## config.mk

```make
export PLATFORM = sky130hd
export DESIGN_NAME = event_log_ring_with_cursor
export DESIGN_NICKNAME = d
export VERILOG_FILES = /design/src/rtl/elrc_pkg.sv /design/src/rtl/elrc_front.sv /design/src/rtl/elrc_fifo.sv /design/src/rtl/elrc_back.sv /design/src/rtl/event_log_ring_with_cursor.sv
export SDC_FILE = /design/constraint.sdc
export NUM_CORES = 2
export LEC_CHECK = 0
export ABC_AREA = 1
export ABC_CLOCK_PERIOD_IN_PS = 9300
export BUFFER_PORTS_ARGS = -buffer_cell sky130_fd_sc_hd__clkbuf_2
export CAP_MARGIN = 0
export CORE_MARGIN = 2
export CORE_UTILIZATION = 35
export CTS_CLUSTER_DIAMETER = 200
export DETAILED_ROUTE_END_ITERATION = 7
export GPL_TIMING_DRIVEN = 0
export PLACE_DENSITY_LB_ADDON = 0.08
export RECOVER_POWER = 25
export SETUP_SLACK_MARGIN = 0.4
export SYNTH_ARGS = -nofsm -noshare
export SYNTH_HDL_FRONTEND = slang
export SYNTH_HIERARCHICAL = 1
export SYNTH_SLANG_ARGS = --single-unit
```

## constraint.sdc

```tcl
create_clock -name clk_i -period 9.3 [get_ports clk_i]
set_input_delay 0.93 -clock clk_i [delete_from_list [all_inputs] [get_ports clk_i]]
set_output_delay 0.93 -clock clk_i [all_outputs]
set_load 0.01 [all_outputs]
```

## src/rtl/elrc_pkg.sv

```systemverilog
// ----------------------------------------------------------------------------
// elrc_pkg
// Shared types and constants for the event log ring with browse cursor.
// ----------------------------------------------------------------------------
package elrc_pkg;

  localparam int unsigned MaxSlotW    = 10;
  localparam int unsigned EntryCountW = 6;
  localparam logic [31:0] FirstSerial = 32'd101;

  typedef enum logic [1:0] {
    ReqAdd   = 2'd0,
    ReqNewer = 2'd1,
    ReqOlder = 2'd2,
    ReqClear = 2'd3
  } req_type_e;

  typedef enum logic [1:0] {
    NavOk    = 2'd0,
    NavEnd   = 2'd1,
    NavStart = 2'd2
  } nav_status_e;

  typedef struct packed {
    logic [1:0]         req_type;
    logic [1:0]         event_kind;
    logic signed [15:0] event_value;
    logic [31:0]        event_time;
  } req_t;

  typedef struct packed {
    logic               view_valid;
    logic [31:0]        view_id;
    logic [1:0]         view_kind;
    logic signed [15:0] view_value;
    logic [31:0]        view_time;
    logic [5:0]         entry_count;
    logic [1:0]         nav_status;
    logic               cursor_bumped;
    logic               live_echo;
    logic [31:0]        added_id;
  } result_t;

  typedef struct packed {
    logic [31:0]        id;
    logic [1:0]         kind;
    logic signed [15:0] value;
    logic [31:0]        stamp;
  } rec_t;

  typedef struct packed {
    logic                   view_valid;
    logic [EntryCountW-1:0] entry_count;
    logic [1:0]             nav_status;
    logic                   cursor_bumped;
    logic                   live_echo;
    logic [31:0]            added_id;
  } view_meta_t;

  typedef struct packed {
    logic                we;
    logic [MaxSlotW-1:0] wslot;
    rec_t                rec;
    logic [MaxSlotW-1:0] rslot;
    view_meta_t          meta;
  } cmd_t;

endpackage

```

## src/rtl/elrc_front.sv

```systemverilog
// ----------------------------------------------------------------------------
// elrc_front
// Request decode and ring bookkeeping: pointers, count, cursor, serials.
// ----------------------------------------------------------------------------
module elrc_front import elrc_pkg::*; #(
  parameter int unsigned CAPACITY = 32
) (
  input  logic clk_i,
  input  logic rst_ni,
  input  logic push_i,
  input  req_t req_i,
  output logic full_o,
  input  logic cfg_we_i,
  input  logic cfg_data_i,
  output logic cmd_push_o,
  output cmd_t cmd_o,
  input  logic cmd_full_i
);

  localparam int unsigned SlotW = (CAPACITY > 1) ? $clog2(CAPACITY) : 1;
  localparam int unsigned CntW  = $clog2(CAPACITY + 1);
  localparam int unsigned SumW  = CntW + 1;
  localparam logic [SlotW-1:0] LastSlot = SlotW'(CAPACITY - 1);
  localparam logic [CntW-1:0]  CapCnt   = CntW'(CAPACITY);
  localparam logic [SumW-1:0]  CapSum   = SumW'(CAPACITY);

  logic [SlotW-1:0] oldest_q, oldest_d;
  logic [CntW-1:0]  count_q, count_d;
  logic [SlotW-1:0] cursor_q, cursor_d;
  logic             cur_valid_q, cur_valid_d;
  logic [31:0]      serial_q, serial_d;
  logic             live_q;

  logic             accept;
  logic [CntW-1:0]  pos;
  logic [CntW-1:0]  cnt_tmp;
  logic [SlotW-1:0] old_tmp;
  logic [SumW-1:0]  sum;
  logic [SlotW-1:0] wslot;

  function automatic logic [SlotW-1:0] ring_next(logic [SlotW-1:0] s);
    return (s == LastSlot) ? '0 : s + SlotW'(1);
  endfunction

  function automatic logic [SlotW-1:0] ring_prev(logic [SlotW-1:0] s);
    return (s == '0) ? LastSlot : s - SlotW'(1);
  endfunction

  assign accept     = push_i && !cmd_full_i;
  assign full_o     = cmd_full_i;
  assign cmd_push_o = accept;
  assign pos        = (cursor_q >= oldest_q) ? CntW'(cursor_q) - CntW'(oldest_q)
                                             : CntW'(cursor_q) + CapCnt - CntW'(oldest_q);

  always_comb begin
    oldest_d    = oldest_q;
    count_d     = count_q;
    cursor_d    = cursor_q;
    cur_valid_d = cur_valid_q;
    serial_d    = serial_q;
    cnt_tmp     = count_q;
    old_tmp     = oldest_q;
    sum         = '0;
    wslot       = '0;
    cmd_o       = '0;

    unique case (req_type_e'(req_i.req_type))
      ReqAdd: begin
        if (count_q == CapCnt) begin
          if (cur_valid_q && cursor_q == oldest_q) begin
            if (count_q > CntW'(1)) begin
              cursor_d = ring_next(oldest_q);
            end else begin
              cur_valid_d = 1'b0;
            end
            cmd_o.meta.cursor_bumped = 1'b1;
          end
          old_tmp = ring_next(oldest_q);
          cnt_tmp = count_q - CntW'(1);
        end
        sum = SumW'(old_tmp) + SumW'(cnt_tmp);
        if (sum >= CapSum) begin
          sum = sum - CapSum;
        end
        wslot = sum[SlotW-1:0];
        if (cnt_tmp == '0) begin
          cursor_d    = wslot;
          cur_valid_d = 1'b1;
        end
        oldest_d               = old_tmp;
        count_d                = cnt_tmp + CntW'(1);
        serial_d               = serial_q + 32'd1;
        cmd_o.we               = 1'b1;
        cmd_o.wslot            = MaxSlotW'(wslot);
        cmd_o.rec.id           = serial_q;
        cmd_o.rec.kind         = req_i.event_kind;
        cmd_o.rec.value        = req_i.event_value;
        cmd_o.rec.stamp        = req_i.event_time;
        cmd_o.meta.added_id    = serial_q;
        cmd_o.meta.live_echo   = live_q;
        cmd_o.meta.nav_status  = NavOk;
      end
      ReqNewer: begin
        if (cur_valid_q && count_q != '0 && (pos + CntW'(1)) < count_q) begin
          cursor_d = ring_next(cursor_q);
          cmd_o.meta.nav_status = NavOk;
        end else begin
          cmd_o.meta.nav_status = NavEnd;
        end
      end
      ReqOlder: begin
        if (cur_valid_q && count_q != '0 && cursor_q != oldest_q) begin
          cursor_d = ring_prev(cursor_q);
          cmd_o.meta.nav_status = NavOk;
        end else begin
          cmd_o.meta.nav_status = NavStart;
        end
      end
      ReqClear: begin
        count_d               = '0;
        oldest_d              = '0;
        cursor_d              = '0;
        cur_valid_d           = 1'b0;
        cmd_o.meta.nav_status = NavOk;
      end
      default: begin
        cmd_o.meta.nav_status = NavOk;
      end
    endcase

    cmd_o.rslot            = MaxSlotW'(cursor_d);
    cmd_o.meta.view_valid  = cur_valid_d;
    cmd_o.meta.entry_count = EntryCountW'(count_d);
  end

  always_ff @(posedge clk_i or negedge rst_ni) begin
    if (!rst_ni) begin
      oldest_q    <= '0;
      count_q     <= '0;
      cursor_q    <= '0;
      cur_valid_q <= 1'b0;
      serial_q    <= FirstSerial;
    end else if (accept) begin
      oldest_q    <= oldest_d;
      count_q     <= count_d;
      cursor_q    <= cursor_d;
      cur_valid_q <= cur_valid_d;
      serial_q    <= serial_d;
    end
  end

  always_ff @(posedge clk_i or negedge rst_ni) begin
    if (!rst_ni) begin
      live_q <= 1'b0;
    end else if (cfg_we_i) begin
      live_q <= cfg_data_i;
    end
  end

`ifndef SYNTHESIS
  a_count_bound: assert property (@(posedge clk_i) disable iff (!rst_ni)
    count_q <= CapCnt)
    else $error("ring count exceeds capacity");

  a_cursor_iff_entries: assert property (@(posedge clk_i) disable iff (!rst_ni)
    cur_valid_q == (count_q != '0))
    else $error("cursor validity disagrees with ring count");

  a_cursor_in_ring: assert property (@(posedge clk_i) disable iff (!rst_ni)
    cur_valid_q |-> (pos < count_q))
    else $error("cursor outside stored records");

  a_serial_step: assert property (@(posedge clk_i) disable iff (!rst_ni)
    (accept && req_type_e'(req_i.req_type) == ReqAdd) |=> serial_q == $past(serial_q) + 32'd1)
    else $error("serial did not advance on add");
`endif

endmodule

```

## src/rtl/elrc_fifo.sv

```systemverilog
// ----------------------------------------------------------------------------
// elrc_fifo
// Two-entry command queue between the bookkeeping front and the storage back.
// ----------------------------------------------------------------------------
module elrc_fifo import elrc_pkg::*; (
  input  logic clk_i,
  input  logic rst_ni,
  input  logic push_i,
  input  cmd_t data_i,
  output logic full_o,
  input  logic pop_i,
  output logic valid_o,
  output cmd_t data_o
);

  logic [1:0] count_q, count_d;
  logic       wr_ptr_q;
  logic       rd_ptr_q;
  cmd_t       slot_q [2];
  logic       do_push;
  logic       do_pop;

  assign full_o  = (count_q == 2'd2);
  assign valid_o = (count_q != 2'd0);
  assign data_o  = slot_q[rd_ptr_q];
  assign do_push = push_i && !full_o;
  assign do_pop  = pop_i && valid_o;

  always_comb begin
    count_d = count_q;
    unique case ({do_push, do_pop})
      2'b10:   count_d = count_q + 2'd1;
      2'b01:   count_d = count_q - 2'd1;
      default: count_d = count_q;
    endcase
  end

  always_ff @(posedge clk_i or negedge rst_ni) begin
    if (!rst_ni) begin
      count_q  <= '0;
      wr_ptr_q <= 1'b0;
      rd_ptr_q <= 1'b0;
    end else begin
      count_q <= count_d;
      if (do_push) begin
        wr_ptr_q <= !wr_ptr_q;
      end
      if (do_pop) begin
        rd_ptr_q <= !rd_ptr_q;
      end
    end
  end

  always_ff @(posedge clk_i) begin
    if (do_push) begin
      slot_q[wr_ptr_q] <= data_i;
    end
  end

endmodule

```

## src/rtl/elrc_back.sv

```systemverilog
// ----------------------------------------------------------------------------
// elrc_back
// Record storage: write the added record, read the cursor record into the
// output word register.
// ----------------------------------------------------------------------------
module elrc_back import elrc_pkg::*; #(
  parameter int unsigned CAPACITY = 32
) (
  input  logic    clk_i,
  input  logic    rst_ni,
  input  logic    cmd_valid_i,
  input  cmd_t    cmd_i,
  output logic    cmd_pop_o,
  output logic    empty_o,
  input  logic    pop_i,
  output result_t result_o
);

  localparam int unsigned SlotW = (CAPACITY > 1) ? $clog2(CAPACITY) : 1;

  rec_t       mem_q [CAPACITY];
  rec_t       rd_q;
  view_meta_t meta_q;
  logic       out_valid_q;
  logic       take;
  logic [SlotW-1:0] wslot;
  logic [SlotW-1:0] rslot;

  assign take      = cmd_valid_i && (!out_valid_q || pop_i);
  assign cmd_pop_o = take;
  assign empty_o   = !out_valid_q;
  assign wslot     = cmd_i.wslot[SlotW-1:0];
  assign rslot     = cmd_i.rslot[SlotW-1:0];

  always_ff @(posedge clk_i) begin
    if (take && cmd_i.we) begin
      mem_q[wslot] <= cmd_i.rec;
    end
  end

  always_ff @(posedge clk_i) begin
    if (take) begin
      meta_q <= cmd_i.meta;
      if (cmd_i.we && wslot == rslot) begin
        rd_q <= cmd_i.rec;
      end else begin
        rd_q <= mem_q[rslot];
      end
    end
  end

  always_ff @(posedge clk_i or negedge rst_ni) begin
    if (!rst_ni) begin
      out_valid_q <= 1'b0;
    end else if (take) begin
      out_valid_q <= 1'b1;
    end else if (pop_i) begin
      out_valid_q <= 1'b0;
    end
  end

  always_comb begin
    result_o               = '0;
    result_o.view_valid    = meta_q.view_valid;
    result_o.entry_count   = meta_q.entry_count;
    result_o.nav_status    = meta_q.nav_status;
    result_o.cursor_bumped = meta_q.cursor_bumped;
    result_o.live_echo     = meta_q.live_echo;
    result_o.added_id      = meta_q.added_id;
    if (meta_q.view_valid) begin
      result_o.view_id    = rd_q.id;
      result_o.view_kind  = rd_q.kind;
      result_o.view_value = rd_q.value;
      result_o.view_time  = rd_q.stamp;
    end
  end

endmodule

```

## src/rtl/event_log_ring_with_cursor.sv

```systemverilog
// ----------------------------------------------------------------------------
// event_log_ring_with_cursor
// Bounded event log in a ring of CAPACITY records with a browse cursor.
//
// Channel   Handshake               Word
// request   push / full             req_i    (req_t)
// result    empty / pop             result_o (result_t)
// config    cfg_we_i                cfg_data_i (live display)
//
// One request is taken per cycle while full is low; its command is written into
// the command queue by the front bookkeeping, then the storage read registers
// its result word into the output register. The record store has one write and
// one read port per cycle. Reset zeroes pointers, count and cursor, and sets the
// serial to FirstSerial; records need no clearing.
// full rises when the two-word command queue fills behind a stalled output.
// ----------------------------------------------------------------------------
module event_log_ring_with_cursor import elrc_pkg::*; #(
  parameter int unsigned CAPACITY = 32
) (
  input  logic    clk_i,
  input  logic    rst_ni,
  input  logic    push,
  output logic    full,
  input  req_t    req_i,
  output logic    empty,
  input  logic    pop,
  output result_t result_o,
  input  logic    cfg_we_i,
  input  logic    cfg_data_i
);

  logic cmd_push;
  cmd_t cmd_in;
  logic cmd_full;
  logic cmd_valid;
  cmd_t cmd_out;
  logic cmd_pop;

  elrc_front #(
    .CAPACITY(CAPACITY)
  ) u_front (
    .clk_i      (clk_i),
    .rst_ni     (rst_ni),
    .push_i     (push),
    .req_i      (req_i),
    .full_o     (full),
    .cfg_we_i   (cfg_we_i),
    .cfg_data_i (cfg_data_i),
    .cmd_push_o (cmd_push),
    .cmd_o      (cmd_in),
    .cmd_full_i (cmd_full)
  );

  elrc_fifo u_fifo (
    .clk_i   (clk_i),
    .rst_ni  (rst_ni),
    .push_i  (cmd_push),
    .data_i  (cmd_in),
    .full_o  (cmd_full),
    .pop_i   (cmd_pop),
    .valid_o (cmd_valid),
    .data_o  (cmd_out)
  );

  elrc_back #(
    .CAPACITY(CAPACITY)
  ) u_back (
    .clk_i       (clk_i),
    .rst_ni      (rst_ni),
    .cmd_valid_i (cmd_valid),
    .cmd_i       (cmd_out),
    .cmd_pop_o   (cmd_pop),
    .empty_o     (empty),
    .pop_i       (pop),
    .result_o    (result_o)
  );

endmodule
```

; ---- Word level (Yosys, flattened, before mapping)
; Memories as Yosys holds them, arrays and structs flattened. A register that Yosys moved wholly into a read port is not among the register bits.
; Index checks and enable logic that the tools add are counted.
[word_totals]
regBits = 98
output_inout_bits = 127
memories = 2
ram_bits = 2906
elab_cells = 110
latchBits = 0
mem_bits_ro = 0
[op_classes]
bitwise = 0
multipliers = 0
div_mod_pow = 0
n_mux = 38
magnitude_cmp = 4
addsub = 14
n_eq_ne = 11
shifts = 0
reduce_logical = 25
[memory_table]
columns = memory, depth, width, rd, rd_ports_with_merged_regs, wr, line
row1 = u_back.mem_q, 32, 82, 1, 1, 1, elrc_back.sv:21  ; rec_t mem_q [CAPACITY];
row2 = u_fifo.slot_q, 2, 141, 1, 0, 1, elrc_fifo.sv:19  ; cmd_t slot_q [2];
[op_table]
columns = operator, n
row1 = $mux W93, 1
row2 = $mux W82, 1
row3 = $mux W5, 12
row4 = $mux W34, 1
row5 = $add A32 B1 Y32 const B, 1
row6 = $pmux W5 S4, 1
row7 = $mux W6, 3
row8 = $mux W1, 13
row9 = $add A6 B1 Y6 const B, 2
row10 = $pmux W6 S2, 1
row11 = $add A5 B1 Y5 const B, 2
row12 = $eq A5 B5 Y1 const B, 2
row13 = $pmux W5 S2, 1
row14 = $sub A5 B1 Y5 const B, 2
row15 = $logic_and A1 B1 Y1, 9
row16 = $eq A2 B2 Y1 const B, 4
row17 = $reduce_bool A2 Y1, 4
row18 = $add A5 B6 Y7, 1
row19 = $ge A7 B6 Y1 const B, 1
row20 = $add A5 B6 Y6 const B, 1
row21 = $eq A6 B6 Y1 const B, 1
row22 = $gt A6 B1 Y1 const B, 1
row23 = $logic_not A6 Y1, 1
row24 = $lt A6 B6 Y1, 1
row25 = other kinds (20), 25

; ---- Depth between registers and ports, before layout
[logic_depth]
depth_word = 9
ltp_mapped = 23
mapped_depth_nobuf = 23

; ---- Hierarchy
; Netlist, hierarchy kept.
[modules_own_cells]
columns = module, area_per_inst_um2, cells_each, instances
row1 = elrc_back, 109895.4, 9007, 1
row2 = elrc_fifo, 10810.4, 794, 1
row3 = elrc_front, 5087.4, 788, 1

; ---- Worst setup path after synthesis
; No wires, ideal clock.
[synth_timing]
kind = input to register
startpoint = input pop
endpoint = memory u_back/mem_q[10][0] (netlist name), enable pin
path_slack_ps = 1118
path_stages = 7
arrival_time_ps = 7659
setup_ps = 523
cell_sequence = or2_2 > nand2_1 > inv_1 > nand2_1 > inv_1 > nand3_1 > nor2_1
[synth_via]
elab_chain_cells = 5
[synth_lines]
columns = element, line
row1 = from (decl), event_log_ring_with_cursor.sv:26  ; input logic pop,
row2 = $logic_or A1 B1 Y1, elrc_back.sv:29  ; assign take = cmd_valid_i && (!out_valid_q || pop_i);
row3 = $logic_and A1 B1 Y1, elrc_back.sv:29
row4 = via cmd_pop, event_log_ring_with_cursor.sv:37  ; logic cmd_pop;
row5 = $logic_and A1 B1 Y1, elrc_back.sv:36  ; if (take && cmd_i.we) begin
row6 = $mux W1, elrc_back.sv:36
row7 = $mux W1 (implied by the code), elrc_back.sv:37  ; mem_q[wslot] <= cmd_i.rec;
row8 = to (decl), elrc_back.sv:21
; The timed path passes the listed nets, and every way through them passes these cells.

; ---- Final worst setup path
[layout_timing]
startpoint = register u_fifo.count_q[0]
endpoint = register u_fifo.count_q[1]
[layout_via]
word_cells_on_any_way = 13
[layout_lines]
columns = element, line
row1 = from (decl), elrc_fifo.sv:16  ; logic [1:0] count_q, count_d;
row2 = from (signal assigned), elrc_fifo.sv:44  ; count_q <= count_d;
row3 = $reduce_bool A2 Y1 (*), elrc_fifo.sv:24  ; assign valid_o = (count_q != 2'd0);
row4 = via cmd_valid, event_log_ring_with_cursor.sv:35  ; logic cmd_valid;
row5 = $logic_and A1 B1 Y1 (*), elrc_back.sv:29
row6 = via cmd_pop, event_log_ring_with_cursor.sv:37
row7 = $logic_and A1 B1 Y1 (*), elrc_fifo.sv:27  ; assign do_pop = pop_i && valid_o;
row8 = via u_fifo.do_pop, elrc_fifo.sv:21  ; logic do_pop;
row9 = $eq A2 B1 Y1 / $eq A2 B2 Y1 (equally long branches), elrc_fifo.sv:31  ; unique case ({do_push, do_pop})
row10 = $pmux W2 S2 / $reduce_bool A2 Y1 (equally long branches), --
; Mark *: on every way through the listed nets, which the timed path passes. The rest lies on a longest branch.
; A chain may end at the register's enable or synchronous reset.

==> flow_summary.ini <==
[grt]
use_met2 = 0.398
grt_max_degree = 101
antenna_found_initial = 48
grt_overflow = 0
grt.busiest_layer = met2
grt_util_met3 = 0.0369
grt_usage = 0.247
grt_pass1_wl_um = 634000
met1_usage = 0.344
grt_pass1_vias = 81900

[die]
std_cell_rows = 219
coreArea_um2 = 356000
start_util = 0.351
die_y_um = 602
die-area_um2 = 362000
fp.dieW_um = 602
io_pins = 185

[placed_design]
place_ws_ns = 4.01
dp_hpwl_um = 317000
io_buffers = 184
place_congestion = 0.841

[outcome]
status = finished, violations left
violations = design-rule violations, max-capacitance violations, max-slew violations

[cells_and_area]
fill_cells = 33900
syn_to_final_growth_pct = 16.9
fin_nets = 11300
final_cell_mix = nand2_1, edfxtp_1, nand3_1
final_common_cell = nand2_1
final_layout_size_suffix_gt1_frac = 0.116

[cts]
clockBufferDepth = 4
clk_latency_ns = 0.96
cts_tree = yes
cts_made_buffers = 345
clk_pin_slew_ns = 0.06
cts.sinks = 3076
cts_root_buffer = clkbuf_16
htree_levels = 5
cts_hold_buf = 1
postCtsSetupBuffers = 0
cts-resized-gates = 0

[worst_setup_path]
path_max_fanout = 70
crit-reg2reg-launch = u_fifo/count_q[0]
cp-start-kind = flop
slowest_delay_ns = 3.56
critical_path.slowest_cell = clkbuf_1
critPathTopFamily = buffers and inverters
worstSetupPathType = flop to flop
cp-end-kind = flop
cp_common_cell = nand2_1
path_buf_inv = 5
crit_required_ns = 10.14
arrival_ns = 7.06
path_cells = inv_1 -> nand2_1 -> nand2_1 -> inv_8 -> clkbuf_1 -> nand2_1 -> inv_1 -> ha_1 -> inv_1 -> nand3_1 -> nand2_1 -> nand2_1
cp-startpoint = u_fifo/count_q[0]
r2r_slack_ns = 3.08

[synth]
avgSynthCellArea_um2 = 11.9
ys_warn_count = 6
syn-cell-area_um2 = 125000
synthCells = 10500
synthesis.nets = 10600

[routing]
wl_per_cell_um = 28.0
routed_wl_um = 456000
drtPass1Iterations = 8
drtIter0Drc = 8501
drc_errors = 12
vias = 84500
vias_per_cell = 5.19
antenna_left = 0

[power_and_ir_drop]
power.density_nw_per_um2 = 370
leakagePower_uw = 0.0543
irDropWorstVdd_mv = 0.477
combPwrFrac = 0.403
power_frac_seq = 0.350
swShare = 0.424
clkPwrFrac = 0.247
p_int_uw = 31100
p_switching_uw = 22900

[sta]
slew_headroom = -2.52
fin_skew_ns = 0.0619
grt_setup_unrepaired = false
hold_viol = 0
slew_viol_final = 1025
tightest_slew_ns = 5.28
fmax_ghz = 0.161
finalSetupViolCount = 0
post-route-period-util = 0.669
finalSetupTns_ns = 0
post-route-min-period_ns = 6.22
setup_ws_ns = 3.08

[hold_path]
hold_class = input port to flop
hold_start = cfg_data_i

[flow_run]
maxCapViolCount = 32
-- state kept, by name, indices dropped and copies added, names as in the netlist --
register / count
u_back/mem_q: 2624
u_back/out_valid_q: 1
u_back/rd_q: 82
u_back/result_o: 43
u_fifo/count_q: 2
u_fifo/rd_ptr_q: 1
u_fifo/slot_q: 272
u_fifo/wr_ptr_q: 1
u_front/count_q: 6
u_front/cur_valid_q: 1
u_front/cursor_q: 5
u_front/live_q: 1
u_front/oldest_q: 5
u_front/serial_q: 32
-- power groups by stage --
stage               clock, uW  sequential (uW)  combinational, uW
floorplan                   0            19100              11200
global placement            0            19500              21200
detailed placement          0            19100              21900
CTS                     13600            18900              22000
global route            14200            19000              23400
finish                  13300            18900              21800
-- final timing paths --
check,to,cells past startpoint
worst max-delay path,u_fifo/count_q[1],12
worst min-delay path,u_front/live_q,2
worst max register to register,u_fifo/count_q[1],12
worst min register to register,u_fifo/count_q[1],2
max in group asynchronous,u_front/count_q[3],3
min in group asynchronous,u_front/serial_q[25],2
-- layer usage --
layer | wire [um] | vias up
li1 | - | 38300
met2 | 212000 | 3046
met3 | 32700 | 556
met4 | 12700 | 4
met1 | 198000 | 42600
met5 | 27 | -
-- layout make-up --
type                            count  area (um^2)  share of cell area
Sequential cell                  3076        92100               0.630
Multi-Input combinational cell   6498        28600               0.196
Clock buffer                      438         9250              0.0633
Tap cell                         4751         5940              0.0407
Timing Repair Buffer              339         3970              0.0271
Buffer                            670         3440              0.0235
Clock inverter                    194         1640              0.0112
Inverter                          284         1080             0.00737
Antenna cell                       40          100            0.000685
-- metrics by stage --
step	total power, uW	area (um^2)	hold slack [ns]	cells	util
2_1_floorplan	30300	125000	0.442	10500	-
6_report	54000	146000	0.231	16300	0.411
3_3_place_gp	40700	132000	0.464	15500	0.371
4_1_cts	54500	146000	0.161	16200	0.411
3_5_place_dp	41100	135000	0.471	15600	0.381
5_1_grt	56600	146000	0.217	16300	0.411
Note: power is estimated with default switching activity, not from simulation.
